## src/sv/dcnt_pkg.sv

```systemverilog
// Shared types and constants for the doorway direction counter.
// No dependencies; imported by every other file in this folder.
package dcnt_pkg;

   localparam int SENSOR_COUNT_DEF   = 4;
   localparam int WARMUP_SAMPLES_DEF = 8;
   localparam int MAX_OCCUPANTS_DEF  = 50;

   // transaction kinds
   localparam logic [1:0] KIND_UPDATE = 2'd0;
   localparam logic [1:0] KIND_RECAL  = 2'd1;
   localparam logic [1:0] KIND_CLEAR  = 2'd2;

   // register indexes
   localparam logic [2:0] REG_TRIGGER  = 3'd0;
   localparam logic [2:0] REG_RELEASE  = 3'd1;
   localparam logic [2:0] REG_TIMEOUT  = 3'd2;
   localparam logic [2:0] REG_COOLDOWN = 3'd3;
   localparam logic [2:0] REG_MODE     = 3'd4;
   localparam logic [2:0] REG_INVERT   = 3'd5;

   // row codes
   localparam logic [1:0] ROW_NONE = 2'd0;
   localparam logic [1:0] ROW_A    = 2'd1;
   localparam logic [1:0] ROW_B    = 2'd2;

   // phase codes
   localparam logic [3:0] PH_RECAL      = 4'd0;
   localparam logic [3:0] PH_CALIB      = 4'd1;
   localparam logic [3:0] PH_WAIT_CLEAR = 4'd2;
   localparam logic [3:0] PH_READY      = 4'd3;
   localparam logic [3:0] PH_SETTLE     = 4'd4;
   localparam logic [3:0] PH_A_LEAD     = 4'd5;
   localparam logic [3:0] PH_B_LEAD     = 4'd6;
   localparam logic [3:0] PH_BOTH_IDLE  = 4'd7;
   localparam logic [3:0] PH_TIMEOUT    = 4'd8;
   localparam logic [3:0] PH_BOTH_SEQ   = 4'd9;
   localparam logic [3:0] PH_A_ACTIVE   = 4'd10;
   localparam logic [3:0] PH_B_ACTIVE   = 4'd11;
   localparam logic [3:0] PH_CANCELLED  = 4'd12;
   localparam logic [3:0] PH_COUNTED    = 4'd13;
   localparam logic [3:0] PH_MONITOR    = 4'd14;
   localparam logic [3:0] PH_NO_READING = 4'd15;

   // direction codes
   localparam logic [2:0] DIR_NONE   = 3'd0;
   localparam logic [2:0] DIR_ENTRY  = 3'd1;
   localparam logic [2:0] DIR_EXIT   = 3'd2;
   localparam logic [2:0] DIR_CANCEL = 3'd3;
   localparam logic [2:0] DIR_RESET  = 3'd4;
   localparam logic [2:0] DIR_IDLE   = 3'd5;

   localparam int DIV_STEPS = 16;  // two quotient bits per step

   // per-transaction controls broadcast to the lanes
   typedef struct packed {
      logic [1:0]  kind;
      logic        count_mode;
      logic [15:0] trigger_delta;
      logic [15:0] release_delta;
   } lane_ctl_type;

   // one result transaction
   typedef struct packed {
      logic        ready_res;
      logic        presence;
      logic [2:0]  last_direction;
      logic [3:0]  phase;
      logic        row_b_active;
      logic        row_a_active;
      logic [3:0]  occupied_mask;
      logic [5:0]  occupants;
      logic [31:0] exit_total;
      logic [31:0] entry_total;
   } result_type;

endpackage

```

## src/sv/doorway_direction_counter_top.sv

```systemverilog
// Top level of the doorway direction counter: stream channels, register
// port, sensor lanes and the merge stage. Depends on dcnt_pkg, dcnt_lane, dcnt_seq.
//
// Usage: one request transaction carries a sensor update, a recalibrate or
// a count-reset command (kind on req_tuser). Each request yields exactly one
// response transaction with the counters, occupancy and phase.
// A taken request passes the occupancy step and then the merge step, which
// registers the response and sets it valid. Requests do not overlap: the next is
// taken only after these and the 16 steps of the per-lane radix-4 baseline divider.
// The divider runs after the response is issued, so it adds no latency.
// Stall: the response sits in an output register; a new request is still
// taken while it waits, and the merge step holds until the slot is free.
// Reset: synchronous, active high; baselines, counters and sequence state clear,
// registers take their defaults. The user writes registers through the csr_ port
// only while the block is idle; the block itself does not enforce this.
module doorway_direction_counter_top #(
   parameter int SENSOR_COUNT   = dcnt_pkg::SENSOR_COUNT_DEF,
   parameter int WARMUP_SAMPLES = dcnt_pkg::WARMUP_SAMPLES_DEF,
   parameter int MAX_OCCUPANTS  = dcnt_pkg::MAX_OCCUPANTS_DEF
) (
   input  logic         clock,
   input  logic         reset,
   input  logic         req_tvalid,
   output logic         req_tready,
   // now_ms[31:0], present_mask[35:32], reading_mask[39:36],
   // distance_0[55:40], distance_1[71:56], distance_2[87:72], distance_3[103:88]
   input  logic [103:0] req_tdata,
   input  logic [1:0]   req_tuser,   // kind[1:0]
   output logic         rsp_tvalid,
   input  logic         rsp_tready,
   // entry_total[31:0], exit_total[63:32], occupants[69:64], occupied_mask[73:70],
   // row_a_active[74], row_b_active[75], phase[79:76], last_direction[82:80],
   // presence[83], ready_res[84], zero fill[87:85]
   output logic [87:0]  rsp_tdata,
   input  logic         csr_wen,
   input  logic [2:0]   csr_index,
   input  logic [31:0]  csr_wdata
);
   import dcnt_pkg::*;

   typedef enum logic [1:0] {S_IDLE, S_OCC, S_BASE, S_DIV} state_type;

   state_type    state_ff;
   logic [3:0]   cnt_ff;
   logic         rv_ff;
   result_type   res_ff;

   logic [15:0]  trig_ff, rel_ff;
   logic [31:0]  tmo_ff, cool_ff;
   logic         mode_ff, inv_ff;

   logic [103:0] data_ff;
   logic [1:0]   kind_ff;

   lane_ctl_type ctl;
   logic [3:0]   lane_exists, pres_eff, lane_occ, lane_vn;
   logic         allow, occ_go, base_go, div_step, div_last;
   result_type   res_next;

   assign ctl.kind          = kind_ff;
   assign ctl.count_mode    = mode_ff;
   assign ctl.trigger_delta = trig_ff;
   assign ctl.release_delta = rel_ff;

   always_comb begin
      for (int i = 0; i < 4; i++) lane_exists[i] = (i < SENSOR_COUNT);
   end
   assign pres_eff = data_ff[35:32] & lane_exists;

   assign req_tready = (state_ff == S_IDLE);
   assign occ_go     = (state_ff == S_OCC);
   assign base_go    = (state_ff == S_BASE) && (!rv_ff || rsp_tready);
   assign div_step   = (state_ff == S_DIV);
   assign div_last   = div_step && cnt_ff == 4'(DIV_STEPS - 1);

   // sensor lanes
   for (genvar g = 0; g < 4; g++) begin : g_lane
      if (g < SENSOR_COUNT) begin : g_on
         dcnt_lane #(.WARMUP_SAMPLES(WARMUP_SAMPLES)) u_lane (
            .clock, .reset, .ctl,
            .present(pres_eff[g]), .reading(data_ff[36 + g]),
            .distance(data_ff[40 + 16*g +: 16]),
            .occ_go, .base_go, .allow, .div_step, .div_last,
            .occupied(lane_occ[g]), .valid_next(lane_vn[g])
         );
      end else begin : g_off
         assign lane_occ[g] = 1'b0;
         assign lane_vn[g]  = 1'b0;
      end
   end

   dcnt_seq #(.MAX_OCCUPANTS(MAX_OCCUPANTS)) u_seq (
      .clock, .reset, .go(base_go), .ctl, .invert(inv_ff),
      .timeout(tmo_ff), .cooldown(cool_ff), .now_ms(data_ff[31:0]),
      .present(pres_eff), .reading(data_ff[39:36]),
      .occ(lane_occ), .valid_next(lane_vn), .allow, .result(res_next)
   );

   assign rsp_tvalid = rv_ff;
   assign rsp_tdata  = {3'd0, res_ff};

   // control sequencer, output slot and registers
   always_ff @(posedge clock) begin
      if (reset) begin
         state_ff <= S_IDLE;
         cnt_ff   <= '0;
         rv_ff    <= 1'b0;
         trig_ff  <= 16'd100;
         rel_ff   <= 16'd50;
         tmo_ff   <= 32'd3000;
         cool_ff  <= 32'd500;
         mode_ff  <= 1'b1;
         inv_ff   <= 1'b0;
      end else begin
         if (rv_ff && rsp_tready && !base_go) rv_ff <= 1'b0;
         unique case (state_ff)
            S_IDLE: if (req_tvalid) state_ff <= S_OCC;
            S_OCC:  state_ff <= S_BASE;
            S_BASE: if (base_go) begin
               rv_ff    <= 1'b1;
               cnt_ff   <= '0;
               state_ff <= S_DIV;
            end
            S_DIV: begin
               cnt_ff <= cnt_ff + 4'd1;
               if (div_last) state_ff <= S_IDLE;
            end
            default: state_ff <= S_IDLE;
         endcase
         if (csr_wen) begin
            unique case (csr_index)
               REG_TRIGGER:  trig_ff <= csr_wdata[15:0];
               REG_RELEASE:  rel_ff  <= csr_wdata[15:0];
               REG_TIMEOUT:  tmo_ff  <= csr_wdata;
               REG_COOLDOWN: cool_ff <= csr_wdata;
               REG_MODE:     mode_ff <= csr_wdata[0];
               REG_INVERT:   inv_ff  <= csr_wdata[0];
               default: ;
            endcase
         end
      end
      if (req_tvalid && req_tready) begin
         data_ff <= req_tdata;
         kind_ff <= req_tuser;
      end
      if (base_go) res_ff <= res_next;
   end

   // accepted request reaches the occupancy phase next cycle
   assert property (@(posedge clock) disable iff (reset)
      req_tvalid && req_tready |=> state_ff == S_OCC)
      else $error("request not processed");
   // merge step always produces a response
   assert property (@(posedge clock) disable iff (reset) base_go |=> rsp_tvalid)
      else $error("merge step without response");
   // divider phase leaves only after its full step count
   assert property (@(posedge clock) disable iff (reset)
      state_ff == S_DIV && !div_last |=> state_ff == S_DIV)
      else $error("divider phase cut short");

endmodule

```

## src/sv/dcnt_lane.sv

```systemverilog
// One sensor lane: hysteresis occupancy and floor baseline tracking with a
// radix-4 restoring divider. Depends on dcnt_pkg.
module dcnt_lane #(
   parameter int WARMUP_SAMPLES = 8
) (
   input  logic                  clock,
   input  logic                  reset,
   input  dcnt_pkg::lane_ctl_type ctl,
   input  logic                  present,
   input  logic                  reading,
   input  logic [15:0]           distance,
   input  logic                  occ_go,     // occupancy phase
   input  logic                  base_go,    // baseline phase
   input  logic                  allow,      // baseline update permitted
   input  logic                  div_step,
   input  logic                  div_last,
   output logic                  occupied,
   output logic                  valid_next
);
   import dcnt_pkg::*;

   localparam logic [3:0] WARM = 4'(WARMUP_SAMPLES);

   logic [23:0] base_ff, base_in;
   logic        valid_ff, valid_in;
   logic [3:0]  samp_ff, samp_in;
   logic        occ_ff, occ_in;
   logic [31:0] num_ff, num_in;
   logic [7:0]  rem_ff, rem_in;
   logic [6:0]  den_ff, den_in;
   logic        dact_ff, dact_in;

   logic        take;
   logic [24:0] lhs;
   logic [31:0] warm_num, slow_num;
   logic [3:0]  n_plus;
   logic [31:0] q;
   logic [7:0]  r;
   logic [8:0]  trial;

   assign take       = allow && present && reading;
   assign valid_next = valid_ff || (take && ctl.kind == KIND_UPDATE && ctl.count_mode);
   assign occupied   = occ_ff;

   // occupancy compare in Q16.8
   assign lhs = {1'b0, distance, 8'd0} +
                {1'b0, (occ_ff ? ctl.release_delta : ctl.trigger_delta), 8'd0};

   // divider numerators
   assign n_plus   = samp_ff + 4'd1;
   assign warm_num = 32'(base_ff * samp_ff) + {8'd0, distance, 8'd0} + 32'(n_plus >> 1);
   assign slow_num = 32'(base_ff * 7'd92) + {5'd0, distance, 11'd0} + 32'd50;

   // two restoring steps per cycle
   always_comb begin
      q = num_ff;
      r = rem_ff;
      for (int k = 0; k < 2; k++) begin
         trial = {r, q[31]} - {2'd0, den_ff};
         q     = {q[30:0], 1'b0};
         if (!trial[8]) begin
            r    = trial[7:0];
            q[0] = 1'b1;
         end else begin
            r = {r[6:0], num_ff[31 - k]};
         end
      end
   end

   always_comb begin
      base_in  = base_ff;
      valid_in = valid_ff;
      samp_in  = samp_ff;
      occ_in   = occ_ff;
      num_in   = num_ff;
      rem_in   = rem_ff;
      den_in   = den_ff;
      dact_in  = dact_ff;
      if (occ_go) begin
         if (ctl.kind == KIND_UPDATE) begin
            if (!ctl.count_mode || !present || !reading || !valid_ff) occ_in = 1'b0;
            else occ_in = (lhs <= {1'b0, base_ff});
         end else if (ctl.kind == KIND_RECAL) begin
            base_in  = '0;
            valid_in = 1'b0;
            samp_in  = '0;
            occ_in   = 1'b0;
         end
      end
      if (base_go && take && ctl.kind == KIND_UPDATE && ctl.count_mode) begin
         if (!valid_ff) begin
            base_in  = {distance, 8'd0};
            valid_in = 1'b1;
            samp_in  = 4'd1;
         end else begin
            dact_in = 1'b1;
            rem_in  = '0;
            if (samp_ff < WARM) begin
               num_in  = warm_num;
               den_in  = {3'd0, n_plus};
               samp_in = n_plus;
            end else begin
               num_in = slow_num;
               den_in = 7'd100;
            end
         end
      end
      if (div_step && dact_ff) begin
         num_in = q;
         rem_in = r;
         if (div_last) begin
            base_in = q[23:0];
            dact_in = 1'b0;
         end
      end
   end

   always_ff @(posedge clock) begin
      if (reset) begin
         base_ff  <= '0;
         valid_ff <= 1'b0;
         samp_ff  <= '0;
         occ_ff   <= 1'b0;
         dact_ff  <= 1'b0;
      end else begin
         base_ff  <= base_in;
         valid_ff <= valid_in;
         samp_ff  <= samp_in;
         occ_ff   <= occ_in;
         dact_ff  <= dact_in;
      end
      num_ff <= num_in;
      rem_ff <= rem_in;
      den_ff <= den_in;
   end

endmodule

```

## src/sv/dcnt_seq.sv

```systemverilog
// Merge stage: row activity, crossing sequence machine, counters and the
// result fields. Depends on dcnt_pkg.
module dcnt_seq #(
   parameter int MAX_OCCUPANTS = 50
) (
   input  logic                  clock,
   input  logic                  reset,
   input  logic                  go,
   input  dcnt_pkg::lane_ctl_type ctl,
   input  logic                  invert,
   input  logic [31:0]           timeout,
   input  logic [31:0]           cooldown,
   input  logic [31:0]           now_ms,
   input  logic [3:0]            present,     // already limited to real lanes
   input  logic [3:0]            reading,
   input  logic [3:0]            occ,
   input  logic [3:0]            valid_next,
   output logic                  allow,
   output dcnt_pkg::result_type  result
);
   import dcnt_pkg::*;

   localparam logic [5:0] MAX_PPL = 6'(MAX_OCCUPANTS);

   logic        wait_ff, wait_in, cool_ff, cool_in, both_ff, both_in;
   logic [31:0] dead_ff, dead_in, sst_ff, sst_in, ent_ff, ent_in, exi_ff, exi_in;
   logic [1:0]  start_ff, start_in, last_ff, last_in;
   logic [5:0]  ppl_ff, ppl_in;
   logic [3:0]  ph_ff, ph_in;
   logic [2:0]  dir_ff, dir_in;

   logic        ra, rb, cal, reporting, okseq, a_to_b;
   logic [1:0]  single;

   assign ra        = |(occ[1:0] & present[1:0]);
   assign rb        = |(occ[3:2] & present[3:2]);
   assign single    = (ra && !rb) ? ROW_A : ((!ra && rb) ? ROW_B : ROW_NONE);
   assign reporting = (|present) && ((present & ~reading) == 4'd0);
   assign cal       = ctl.count_mode ? ((|present) && ((present & ~valid_next) == 4'd0))
                                     : reporting;
   assign allow     = !wait_ff && !ra && !rb && start_ff == ROW_NONE;

   // sequence step
   always_comb begin
      wait_in  = wait_ff;  cool_in = cool_ff;  dead_in  = dead_ff;
      start_in = start_ff; last_in = last_ff;  both_in  = both_ff;
      sst_in   = sst_ff;   ent_in  = ent_ff;   exi_in   = exi_ff;
      ppl_in   = ppl_ff;   ph_in   = ph_ff;    dir_in   = dir_ff;
      okseq    = 1'b0;
      a_to_b   = 1'b0;
      if (go) begin
         case (ctl.kind)
            KIND_UPDATE: begin
               if (!ctl.count_mode) begin
                  wait_in = 1'b0; cool_in = 1'b0; dead_in = '0;
                  start_in = ROW_NONE; last_in = ROW_NONE; both_in = 1'b0; sst_in = '0;
                  ph_in  = reporting ? PH_MONITOR : PH_NO_READING;
                  dir_in = DIR_IDLE;
               end else if (!cal) begin
                  ph_in = PH_CALIB;
               end else if (wait_ff) begin
                  ph_in = PH_WAIT_CLEAR;
                  if (!ra && !rb) begin
                     wait_in = 1'b0;
                     ph_in   = PH_READY;
                  end
               end else if (cool_ff && now_ms < dead_ff) begin
                  ph_in = PH_SETTLE;
               end else begin
                  cool_in = 1'b0;
                  dead_in = '0;
                  if (start_ff == ROW_NONE) begin
                     if (single != ROW_NONE) begin
                        start_in = single; last_in = single; both_in = 1'b0;
                        sst_in   = now_ms;
                        ph_in    = (single == ROW_A) ? PH_A_LEAD : PH_B_LEAD;
                     end else if (ra && rb) begin
                        ph_in = PH_BOTH_IDLE;
                     end else begin
                        ph_in = PH_READY;
                     end
                  end else if ((now_ms - sst_ff) > timeout) begin
                     start_in = ROW_NONE; last_in = ROW_NONE; both_in = 1'b0; sst_in = '0;
                     wait_in  = 1'b1;
                     ph_in    = PH_TIMEOUT;
                  end else if (!ra && !rb) begin
                     // doorway clear: close the crossing
                     okseq  = both_ff && start_ff != ROW_NONE && last_ff != ROW_NONE &&
                              start_ff != last_ff;
                     a_to_b = start_ff == ROW_A && last_ff == ROW_B;
                     if (!okseq) begin
                        dir_in = DIR_CANCEL;
                        ph_in  = PH_CANCELLED;
                     end else begin
                        if (a_to_b ^ invert) begin
                           ent_in = ent_ff + 32'd1;
                           if (ppl_ff < MAX_PPL) ppl_in = ppl_ff + 6'd1;
                           dir_in = DIR_ENTRY;
                        end else begin
                           exi_in = exi_ff + 32'd1;
                           if (ppl_ff != 6'd0) ppl_in = ppl_ff - 6'd1;
                           dir_in = DIR_EXIT;
                        end
                        ph_in = PH_COUNTED;
                     end
                     start_in = ROW_NONE; last_in = ROW_NONE; both_in = 1'b0; sst_in = '0;
                     cool_in  = 1'b1;
                     dead_in  = now_ms + cooldown;
                  end else if (ra && rb) begin
                     both_in = 1'b1;
                     ph_in   = PH_BOTH_SEQ;
                  end else begin
                     last_in = single;
                     ph_in   = (single == ROW_A) ? PH_A_ACTIVE : PH_B_ACTIVE;
                  end
               end
            end
            KIND_RECAL: begin
               start_in = ROW_NONE; last_in = ROW_NONE; both_in = 1'b0; sst_in = '0;
               wait_in  = 1'b0; cool_in = 1'b0; dead_in = '0;
               ph_in    = PH_RECAL;
            end
            KIND_CLEAR: begin
               ent_in = '0; exi_in = '0; ppl_in = '0;
               dir_in = DIR_RESET;
            end
            default: ;
         endcase
      end
   end

   // result fields from the post-step state
   always_comb begin
      result.entry_total    = ent_in;
      result.exit_total     = exi_in;
      result.occupants      = ppl_in;
      result.occupied_mask  = occ;
      result.row_a_active   = ctl.count_mode && ra;
      result.row_b_active   = ctl.count_mode && rb;
      result.phase          = ph_in;
      result.last_direction = dir_in;
      result.presence       = ctl.count_mode && (ra || rb || wait_in || start_in != ROW_NONE);
      result.ready_res      = cal;
   end

   always_ff @(posedge clock) begin
      if (reset) begin
         wait_ff <= 1'b0; cool_ff <= 1'b0; dead_ff <= '0;
         start_ff <= ROW_NONE; last_ff <= ROW_NONE; both_ff <= 1'b0; sst_ff <= '0;
         ent_ff <= '0; exi_ff <= '0; ppl_ff <= '0; ph_ff <= PH_RECAL; dir_ff <= DIR_NONE;
      end else begin
         wait_ff <= wait_in; cool_ff <= cool_in; dead_ff <= dead_in;
         start_ff <= start_in; last_ff <= last_in; both_ff <= both_in; sst_ff <= sst_in;
         ent_ff <= ent_in; exi_ff <= exi_in; ppl_ff <= ppl_in; ph_ff <= ph_in;
         dir_ff <= dir_in;
      end
   end

   // occupant count never leaves its range
   assert property (@(posedge clock) disable iff (reset) ppl_ff <= MAX_PPL)
      else $error("occupant count out of range");
   // an open sequence always has a last row recorded
   assert property (@(posedge clock) disable iff (reset)
      start_ff != ROW_NONE |-> last_ff != ROW_NONE)
      else $error("open sequence without last row");
   // waiting for clear never coexists with an open sequence
   assert property (@(posedge clock) disable iff (reset)
      wait_ff |-> start_ff == ROW_NONE)
      else $error("wait-for-clear with open sequence");

endmodule
```

## config.mk

```make
export PLATFORM = sky130hd
export DESIGN_NAME = doorway_direction_counter_top
export DESIGN_NICKNAME = d
export VERILOG_FILES = /design/src/sv/dcnt_pkg.sv /design/src/sv/doorway_direction_counter_top.sv /design/src/sv/dcnt_lane.sv /design/src/sv/dcnt_seq.sv
export SDC_FILE = /design/constraint.sdc
export NUM_CORES = 2
export LEC_CHECK = 0
export BUFFER_PORTS_ARGS = -buffer_cell sky130_fd_sc_hd__buf_2
export CELL_PAD_IN_SITES_DETAIL_PLACEMENT = 1
export CELL_PAD_IN_SITES_GLOBAL_PLACEMENT = 2
export CORE_UTILIZATION = 36
export CTS_CLUSTER_DIAMETER = 150
export DETAILED_ROUTE_END_ITERATION = 6
export PLACE_DENSITY = 0.85
export SLEW_MARGIN = 20
export SYNTH_ARGS = -nofsm -noshare
export SYNTH_HDL_FRONTEND = slang
export SYNTH_SLANG_ARGS = --single-unit
```

## constraint.sdc

```tcl
create_clock -name clock -period 6.7 [get_ports clock]
set_clock_uncertainty 0.1 [all_clocks]
set_input_delay 2.01 -clock clock [delete_from_list [all_inputs] [get_ports clock]]
set_output_delay 2.01 -clock clock [all_outputs]
set_load 0.05 [all_outputs]
```

==> impl_metrics.py <==
metrics = {
    "status": {
        "status": "completed",
    },
    "yosys": {
        "post-synth-top-area-cell": "edfxtp_1",
        "ys_seq_area_share_pct": 25.21,
        "syn_area_um2": 74140,
        "synth_area_per_cell_um2": 8.552,
        "synth_top_area_share_pct": 15.03,
        "synth_edf_count": 371,
        "syn_inst": 8669,
        "synth_seq_cells": 748,
        "synth_cell_type_count": 95,
        "yosys_warnings": 0,
        "ys_top_cells_by_area": "edfxtp_1 (15%), ha_1 (14%), fa_1 (12%), dfxtp_1 (10%), inv_1 (4.9%)",
        "async_reset_ff_share_pct": 0,
        "synth_ff_type": "dfxtp_1",
    },
    "setup_path": {
        "arrival_ns": 6.83,
        "crit_buf_inv": 2,
        "r2r-end": "g_lane[0].g_on.u_lane.num_ff[28]",
        "start_kind": "register",
        "r2r_cells": 19,
        "cp_max_fo": 13,
        "rr_startpoint": "g_lane[0].g_on.u_lane.samp_ff[3]",
        "reg2reg_slack_ns": 0.26,
        "crit_chain": "nand2_1, fa_1, fa_1, inv_1, ha_1, ha_1, inv_1, fa_1, nor2b_1, o31a_1, o41a_1, o21ai_0, nand3_1, or4b_1, nor4_2, nand4_1, o311ai_1, o41ai_1, a221o_1",
        "path_depth": 19,
        "crit_path_end_kind": "register",
        "worst_path_dominant_cell_family": "simple AND/OR/NAND/NOR gates",
        "cp-endpoint": "g_lane[0].g_on.u_lane.num_ff[28]",
        "cp_data_required_time_ns": 7.10,
        "cp-startpoint": "g_lane[0].g_on.u_lane.samp_ff[3]",
        "critPathMaxStageDelay_ns": 0.65,
        "critical_path.slowest_cell": "or4b_1",
        "cp_common_cell": "fa_1",
        "path_class": "reg -> reg",
    },
    "global_routing": {
        "first_global_vias": 69320,
        "grt_overflow_total": 0,
        "antenna_found_initial": 5,
        "grt_use_total_pct": 24.88,
        "grt_pass1_wl_mm": 407.0,
        "grt_max_degree": 66,
    },
    "pwr": {
        "p_switching_w": 0.005825,
        "power.leakage_nw": 36.90,
        "combinationalPowerShare_pct": 29.1,
        "p_seq_share_pct": 36.1,
        "peakVddDrop_uv": 205.9,
        "p_int_w": 0.01006,
        "powerDensity_nw_per_um2": 191.8,
        "p_clk_share_pct": 34.9,
        "sw_frac_of_total_pct": 36.67,
    },
    "sta": {
        "tns_ns": 0,
        "max_freq_mhz": 155.3,
        "final-setup-viol-count": 0,
        "fin_crit_ns": 6.438,
        "rsz0062_at_grt": "yes",
        "slew_viol_final": 0,
        "setup_ws_ns": 0.2621,
        "relSlewSlack_pct": 21.87,
        "tightest_slew_ns": 1.163,
        "post-route-period-util_pct": 96.09,
        "hold_violations": 0,
    },
    "detailed_routing": {
        "drc": 0,
        "dr_wl_met3_mm": 9.371,
        "wl_per_cell_um": 22.37,
        "via_per_inst": 5.568,
        "dr_wl_met2_mm": 125.1,
        "wl_met1_mm": 113.3,
        "vias": 65130,
        "first_pass_iters": 5,
        "drt.antenna.violating_nets": 0,
        "drt-total-wl_mm": 261.7,
        "routed.top_layer": "met5",
        "drtIter0Drc": 3506,
    },
    "place": {
        "port_buffers": 232,
        "post-dp-hpwl_mm": 210.6,
        "placed_area_um2": 79320,
        "gp_congestion": 0.9296,
        "pre_cts_ws_ns": -0.1768,
    },
    "job": {
        "max-cap-violations": 0,
    },
    "clock_tree": {
        "cts_hold_buf": 0,
        "cts_buffer_depth": 3,
        "clk_pin_slew_worst_paths_ns": 0.07,
        "cts_buffers": 95,
        "clk_latency_ns": 0.75,
        "cts_root_buf": "clkbuf_16",
        "cts_tree": "done",
        "h-tree-depth": 3,
        "numClockSinks": 748,
    },
    "die": {
        "die_w_um": 455.8,
        "die-area_um2": 207800,
        "core_area_um2": 204600,
        "num_rows": 166,
        "ioPinCount": 236,
        "start_util_pct": 36.24,
        "die_h_um": 455.8,
    },
    "min_path": {
        "min_path_type": "reg -> reg",
    },
    "layout": {
        "nets": 10300,
        "drive_gt1_share_pct": 9.512,
        "syn_to_final_growth_pct": 11.68,
        "design_area_um2": 82800,
        "seq_area_um2": 18690,
        "fillers": 24080,
        "multi_input_area_um2": 50800,
    },
}
-- synth_stat cells (all sizes together) (54+ instances only) --
library cell,count
inv,961
nand2,960
ha,806
nor2,734
a21oi,526
fa,430
dfxtp,377
edfxtp,371
xnor2,350
o21ai,311
nor3,276
clkbuf,272
a21o,200
nand3,198
xor2,184
and2,160
a211oi,123
o21a,91
nor2b,86
mux2,78
nand4,77
and3,73
o211ai,66
nand2b,60
nor4,55
o21bai,54
-- layout by cell type (no fill, tap or decap), types with 31 or more instances in the layout --
master       n
inv_1      959
nand2_1    959
ha_1       806
nor2_1     727
a21oi_1    526
fa_1       430
dfxtp_1    372
edfxtp_1   371
xnor2_1    350
o21ai_0    304
nor3_1     270
buf_2      231
buf_4      221
a21o_1     200
nand3_1    198
xor2_1     184
and2_1     159
a211oi_1   123
clkbuf_16  100
o21a_1      91
nor2b_1     85
mux2_2      78
nand4_1     77
and3_1      72
o211ai_1    66
nand2b_1    60
o21bai_1    54
a31oi_1     51
nor4_1      48
a31o_2      46
or2_2       41
o31ai_1     41
a22o_1      40
mux2i_1     39
or3_1       37
o311ai_0    35
a22oi_1     31
-- layer usage --
layer,track usage (%),vias up
met5,0,-
met4,12.30,4
met3,2.411,408
met2,42.55,1224
met1,31.22,32810
li1,-,30680
-- state kept, by name, indices dropped and copies added (netlist names), 6 cells and up --
signal                      count
g_lane.g_on.u_lane.num_ff     128
data_ff                       104
g_lane.g_on.u_lane.base_ff     96
rsp_tdata                      85
cool_ff                        32
g_lane.g_on.u_lane.rem_ff      32
tmo_ff                         32
u_seq.dead_ff                  32
u_seq.ent_ff                   32
u_seq.exi_ff                   32
u_seq.sst_ff                   32
g_lane.g_on.u_lane.den_ff      20
g_lane.g_on.u_lane.samp_ff     16
rel_ff                         16
trig_ff                        16
u_seq.ppl_ff                    6
-- stage by stage --
step	cells	power [W]	hold slack, ns	util (%)
CTS	11690	0.01600	0.3558	40.42
detailed placement	11510	0.01039	0.3468	38.77
global route	11700	0.01662	0.3825	40.47
floorplan	8671	0.008712	0.3064	-
global placement	11510	0.01024	0.3411	38.77
finish	11700	0.01588	0.3553	40.47
-- how the worst min path moves through the flow --
stage | start | to | slack (ns) | depth (start not counted)
global route | tmo_ff[23] | tmo_ff[23] | 0.38 | 2
detailed placement | u_seq.dead_ff[1] | u_seq.dead_ff[1] | 0.35 | 2
global placement | u_seq.cool_ff | u_seq.cool_ff | 0.34 | 2
CTS | u_seq.dead_ff[1] | u_seq.dead_ff[1] | 0.36 | 2
finish | u_seq.dead_ff[1] | u_seq.dead_ff[1] | 0.36 | 2
floorplan | g_lane[0].g_on.u_lane.samp_ff[3] | g_lane[0].g_on.u_lane.den_ff[5] | 0.31 | 0
-- cells by family (layout without fill, tap and decap cells) --
kind of cell / after synthesis / count (layout) / synth area share (%)
simple gates: 2875 / 2875 / 18.16
compound gates: 1884 / 1884 / 16.90
buf+inv: 1274 / 1602 / 6.493
fa+ha+maj: 1236 / 1236 / 25.21
flops: 748 / 748 / 25.21
xor+xnor: 534 / 534 / 6.309
mux: 117 / 117 / 1.711
other cells: 1 / 12 / 0.005058
-- worst min-delay path, stage by stage (launching register included) --
cell and delay, ns:
dfxtp_1 0.31, nand2_1 0.05, a21oi_1 0.05
-- power groups by stage --
| stage | clock network (W) | logic [W] | registers (W) |
|---|---|---|---|
| CTS | 0.00566 | 0.00460 | 0.00574 |
| global placement | 0 | 0.00440 | 0.00583 |
| detailed placement | 0 | 0.00456 | 0.00583 |
| finish | 0.00554 | 0.00462 | 0.00573 |
| floorplan | 0 | 0.00288 | 0.00583 |
| global route | 0.00582 | 0.00505 | 0.00575 |
-- repair_timing --
action,CTS,global route
gates resized for setup,2,23
setup buffers,0,0
endpoints found under the setup margin,2,83
-- layout make-up --
cell class | instances | area share [%]
well taps | 2688 | 4.062
multi-input cells | 6649 | 61.36
diodes | 9 | 0.02720
repair buffers | 459 | 3.553
flip-flops and latches | 748 | 22.58
clock buffers | 130 | 3.376
clock inverters | 50 | 0.6800
inverters | 963 | 4.369
Note: power is estimated with default switching activity, not from simulation.
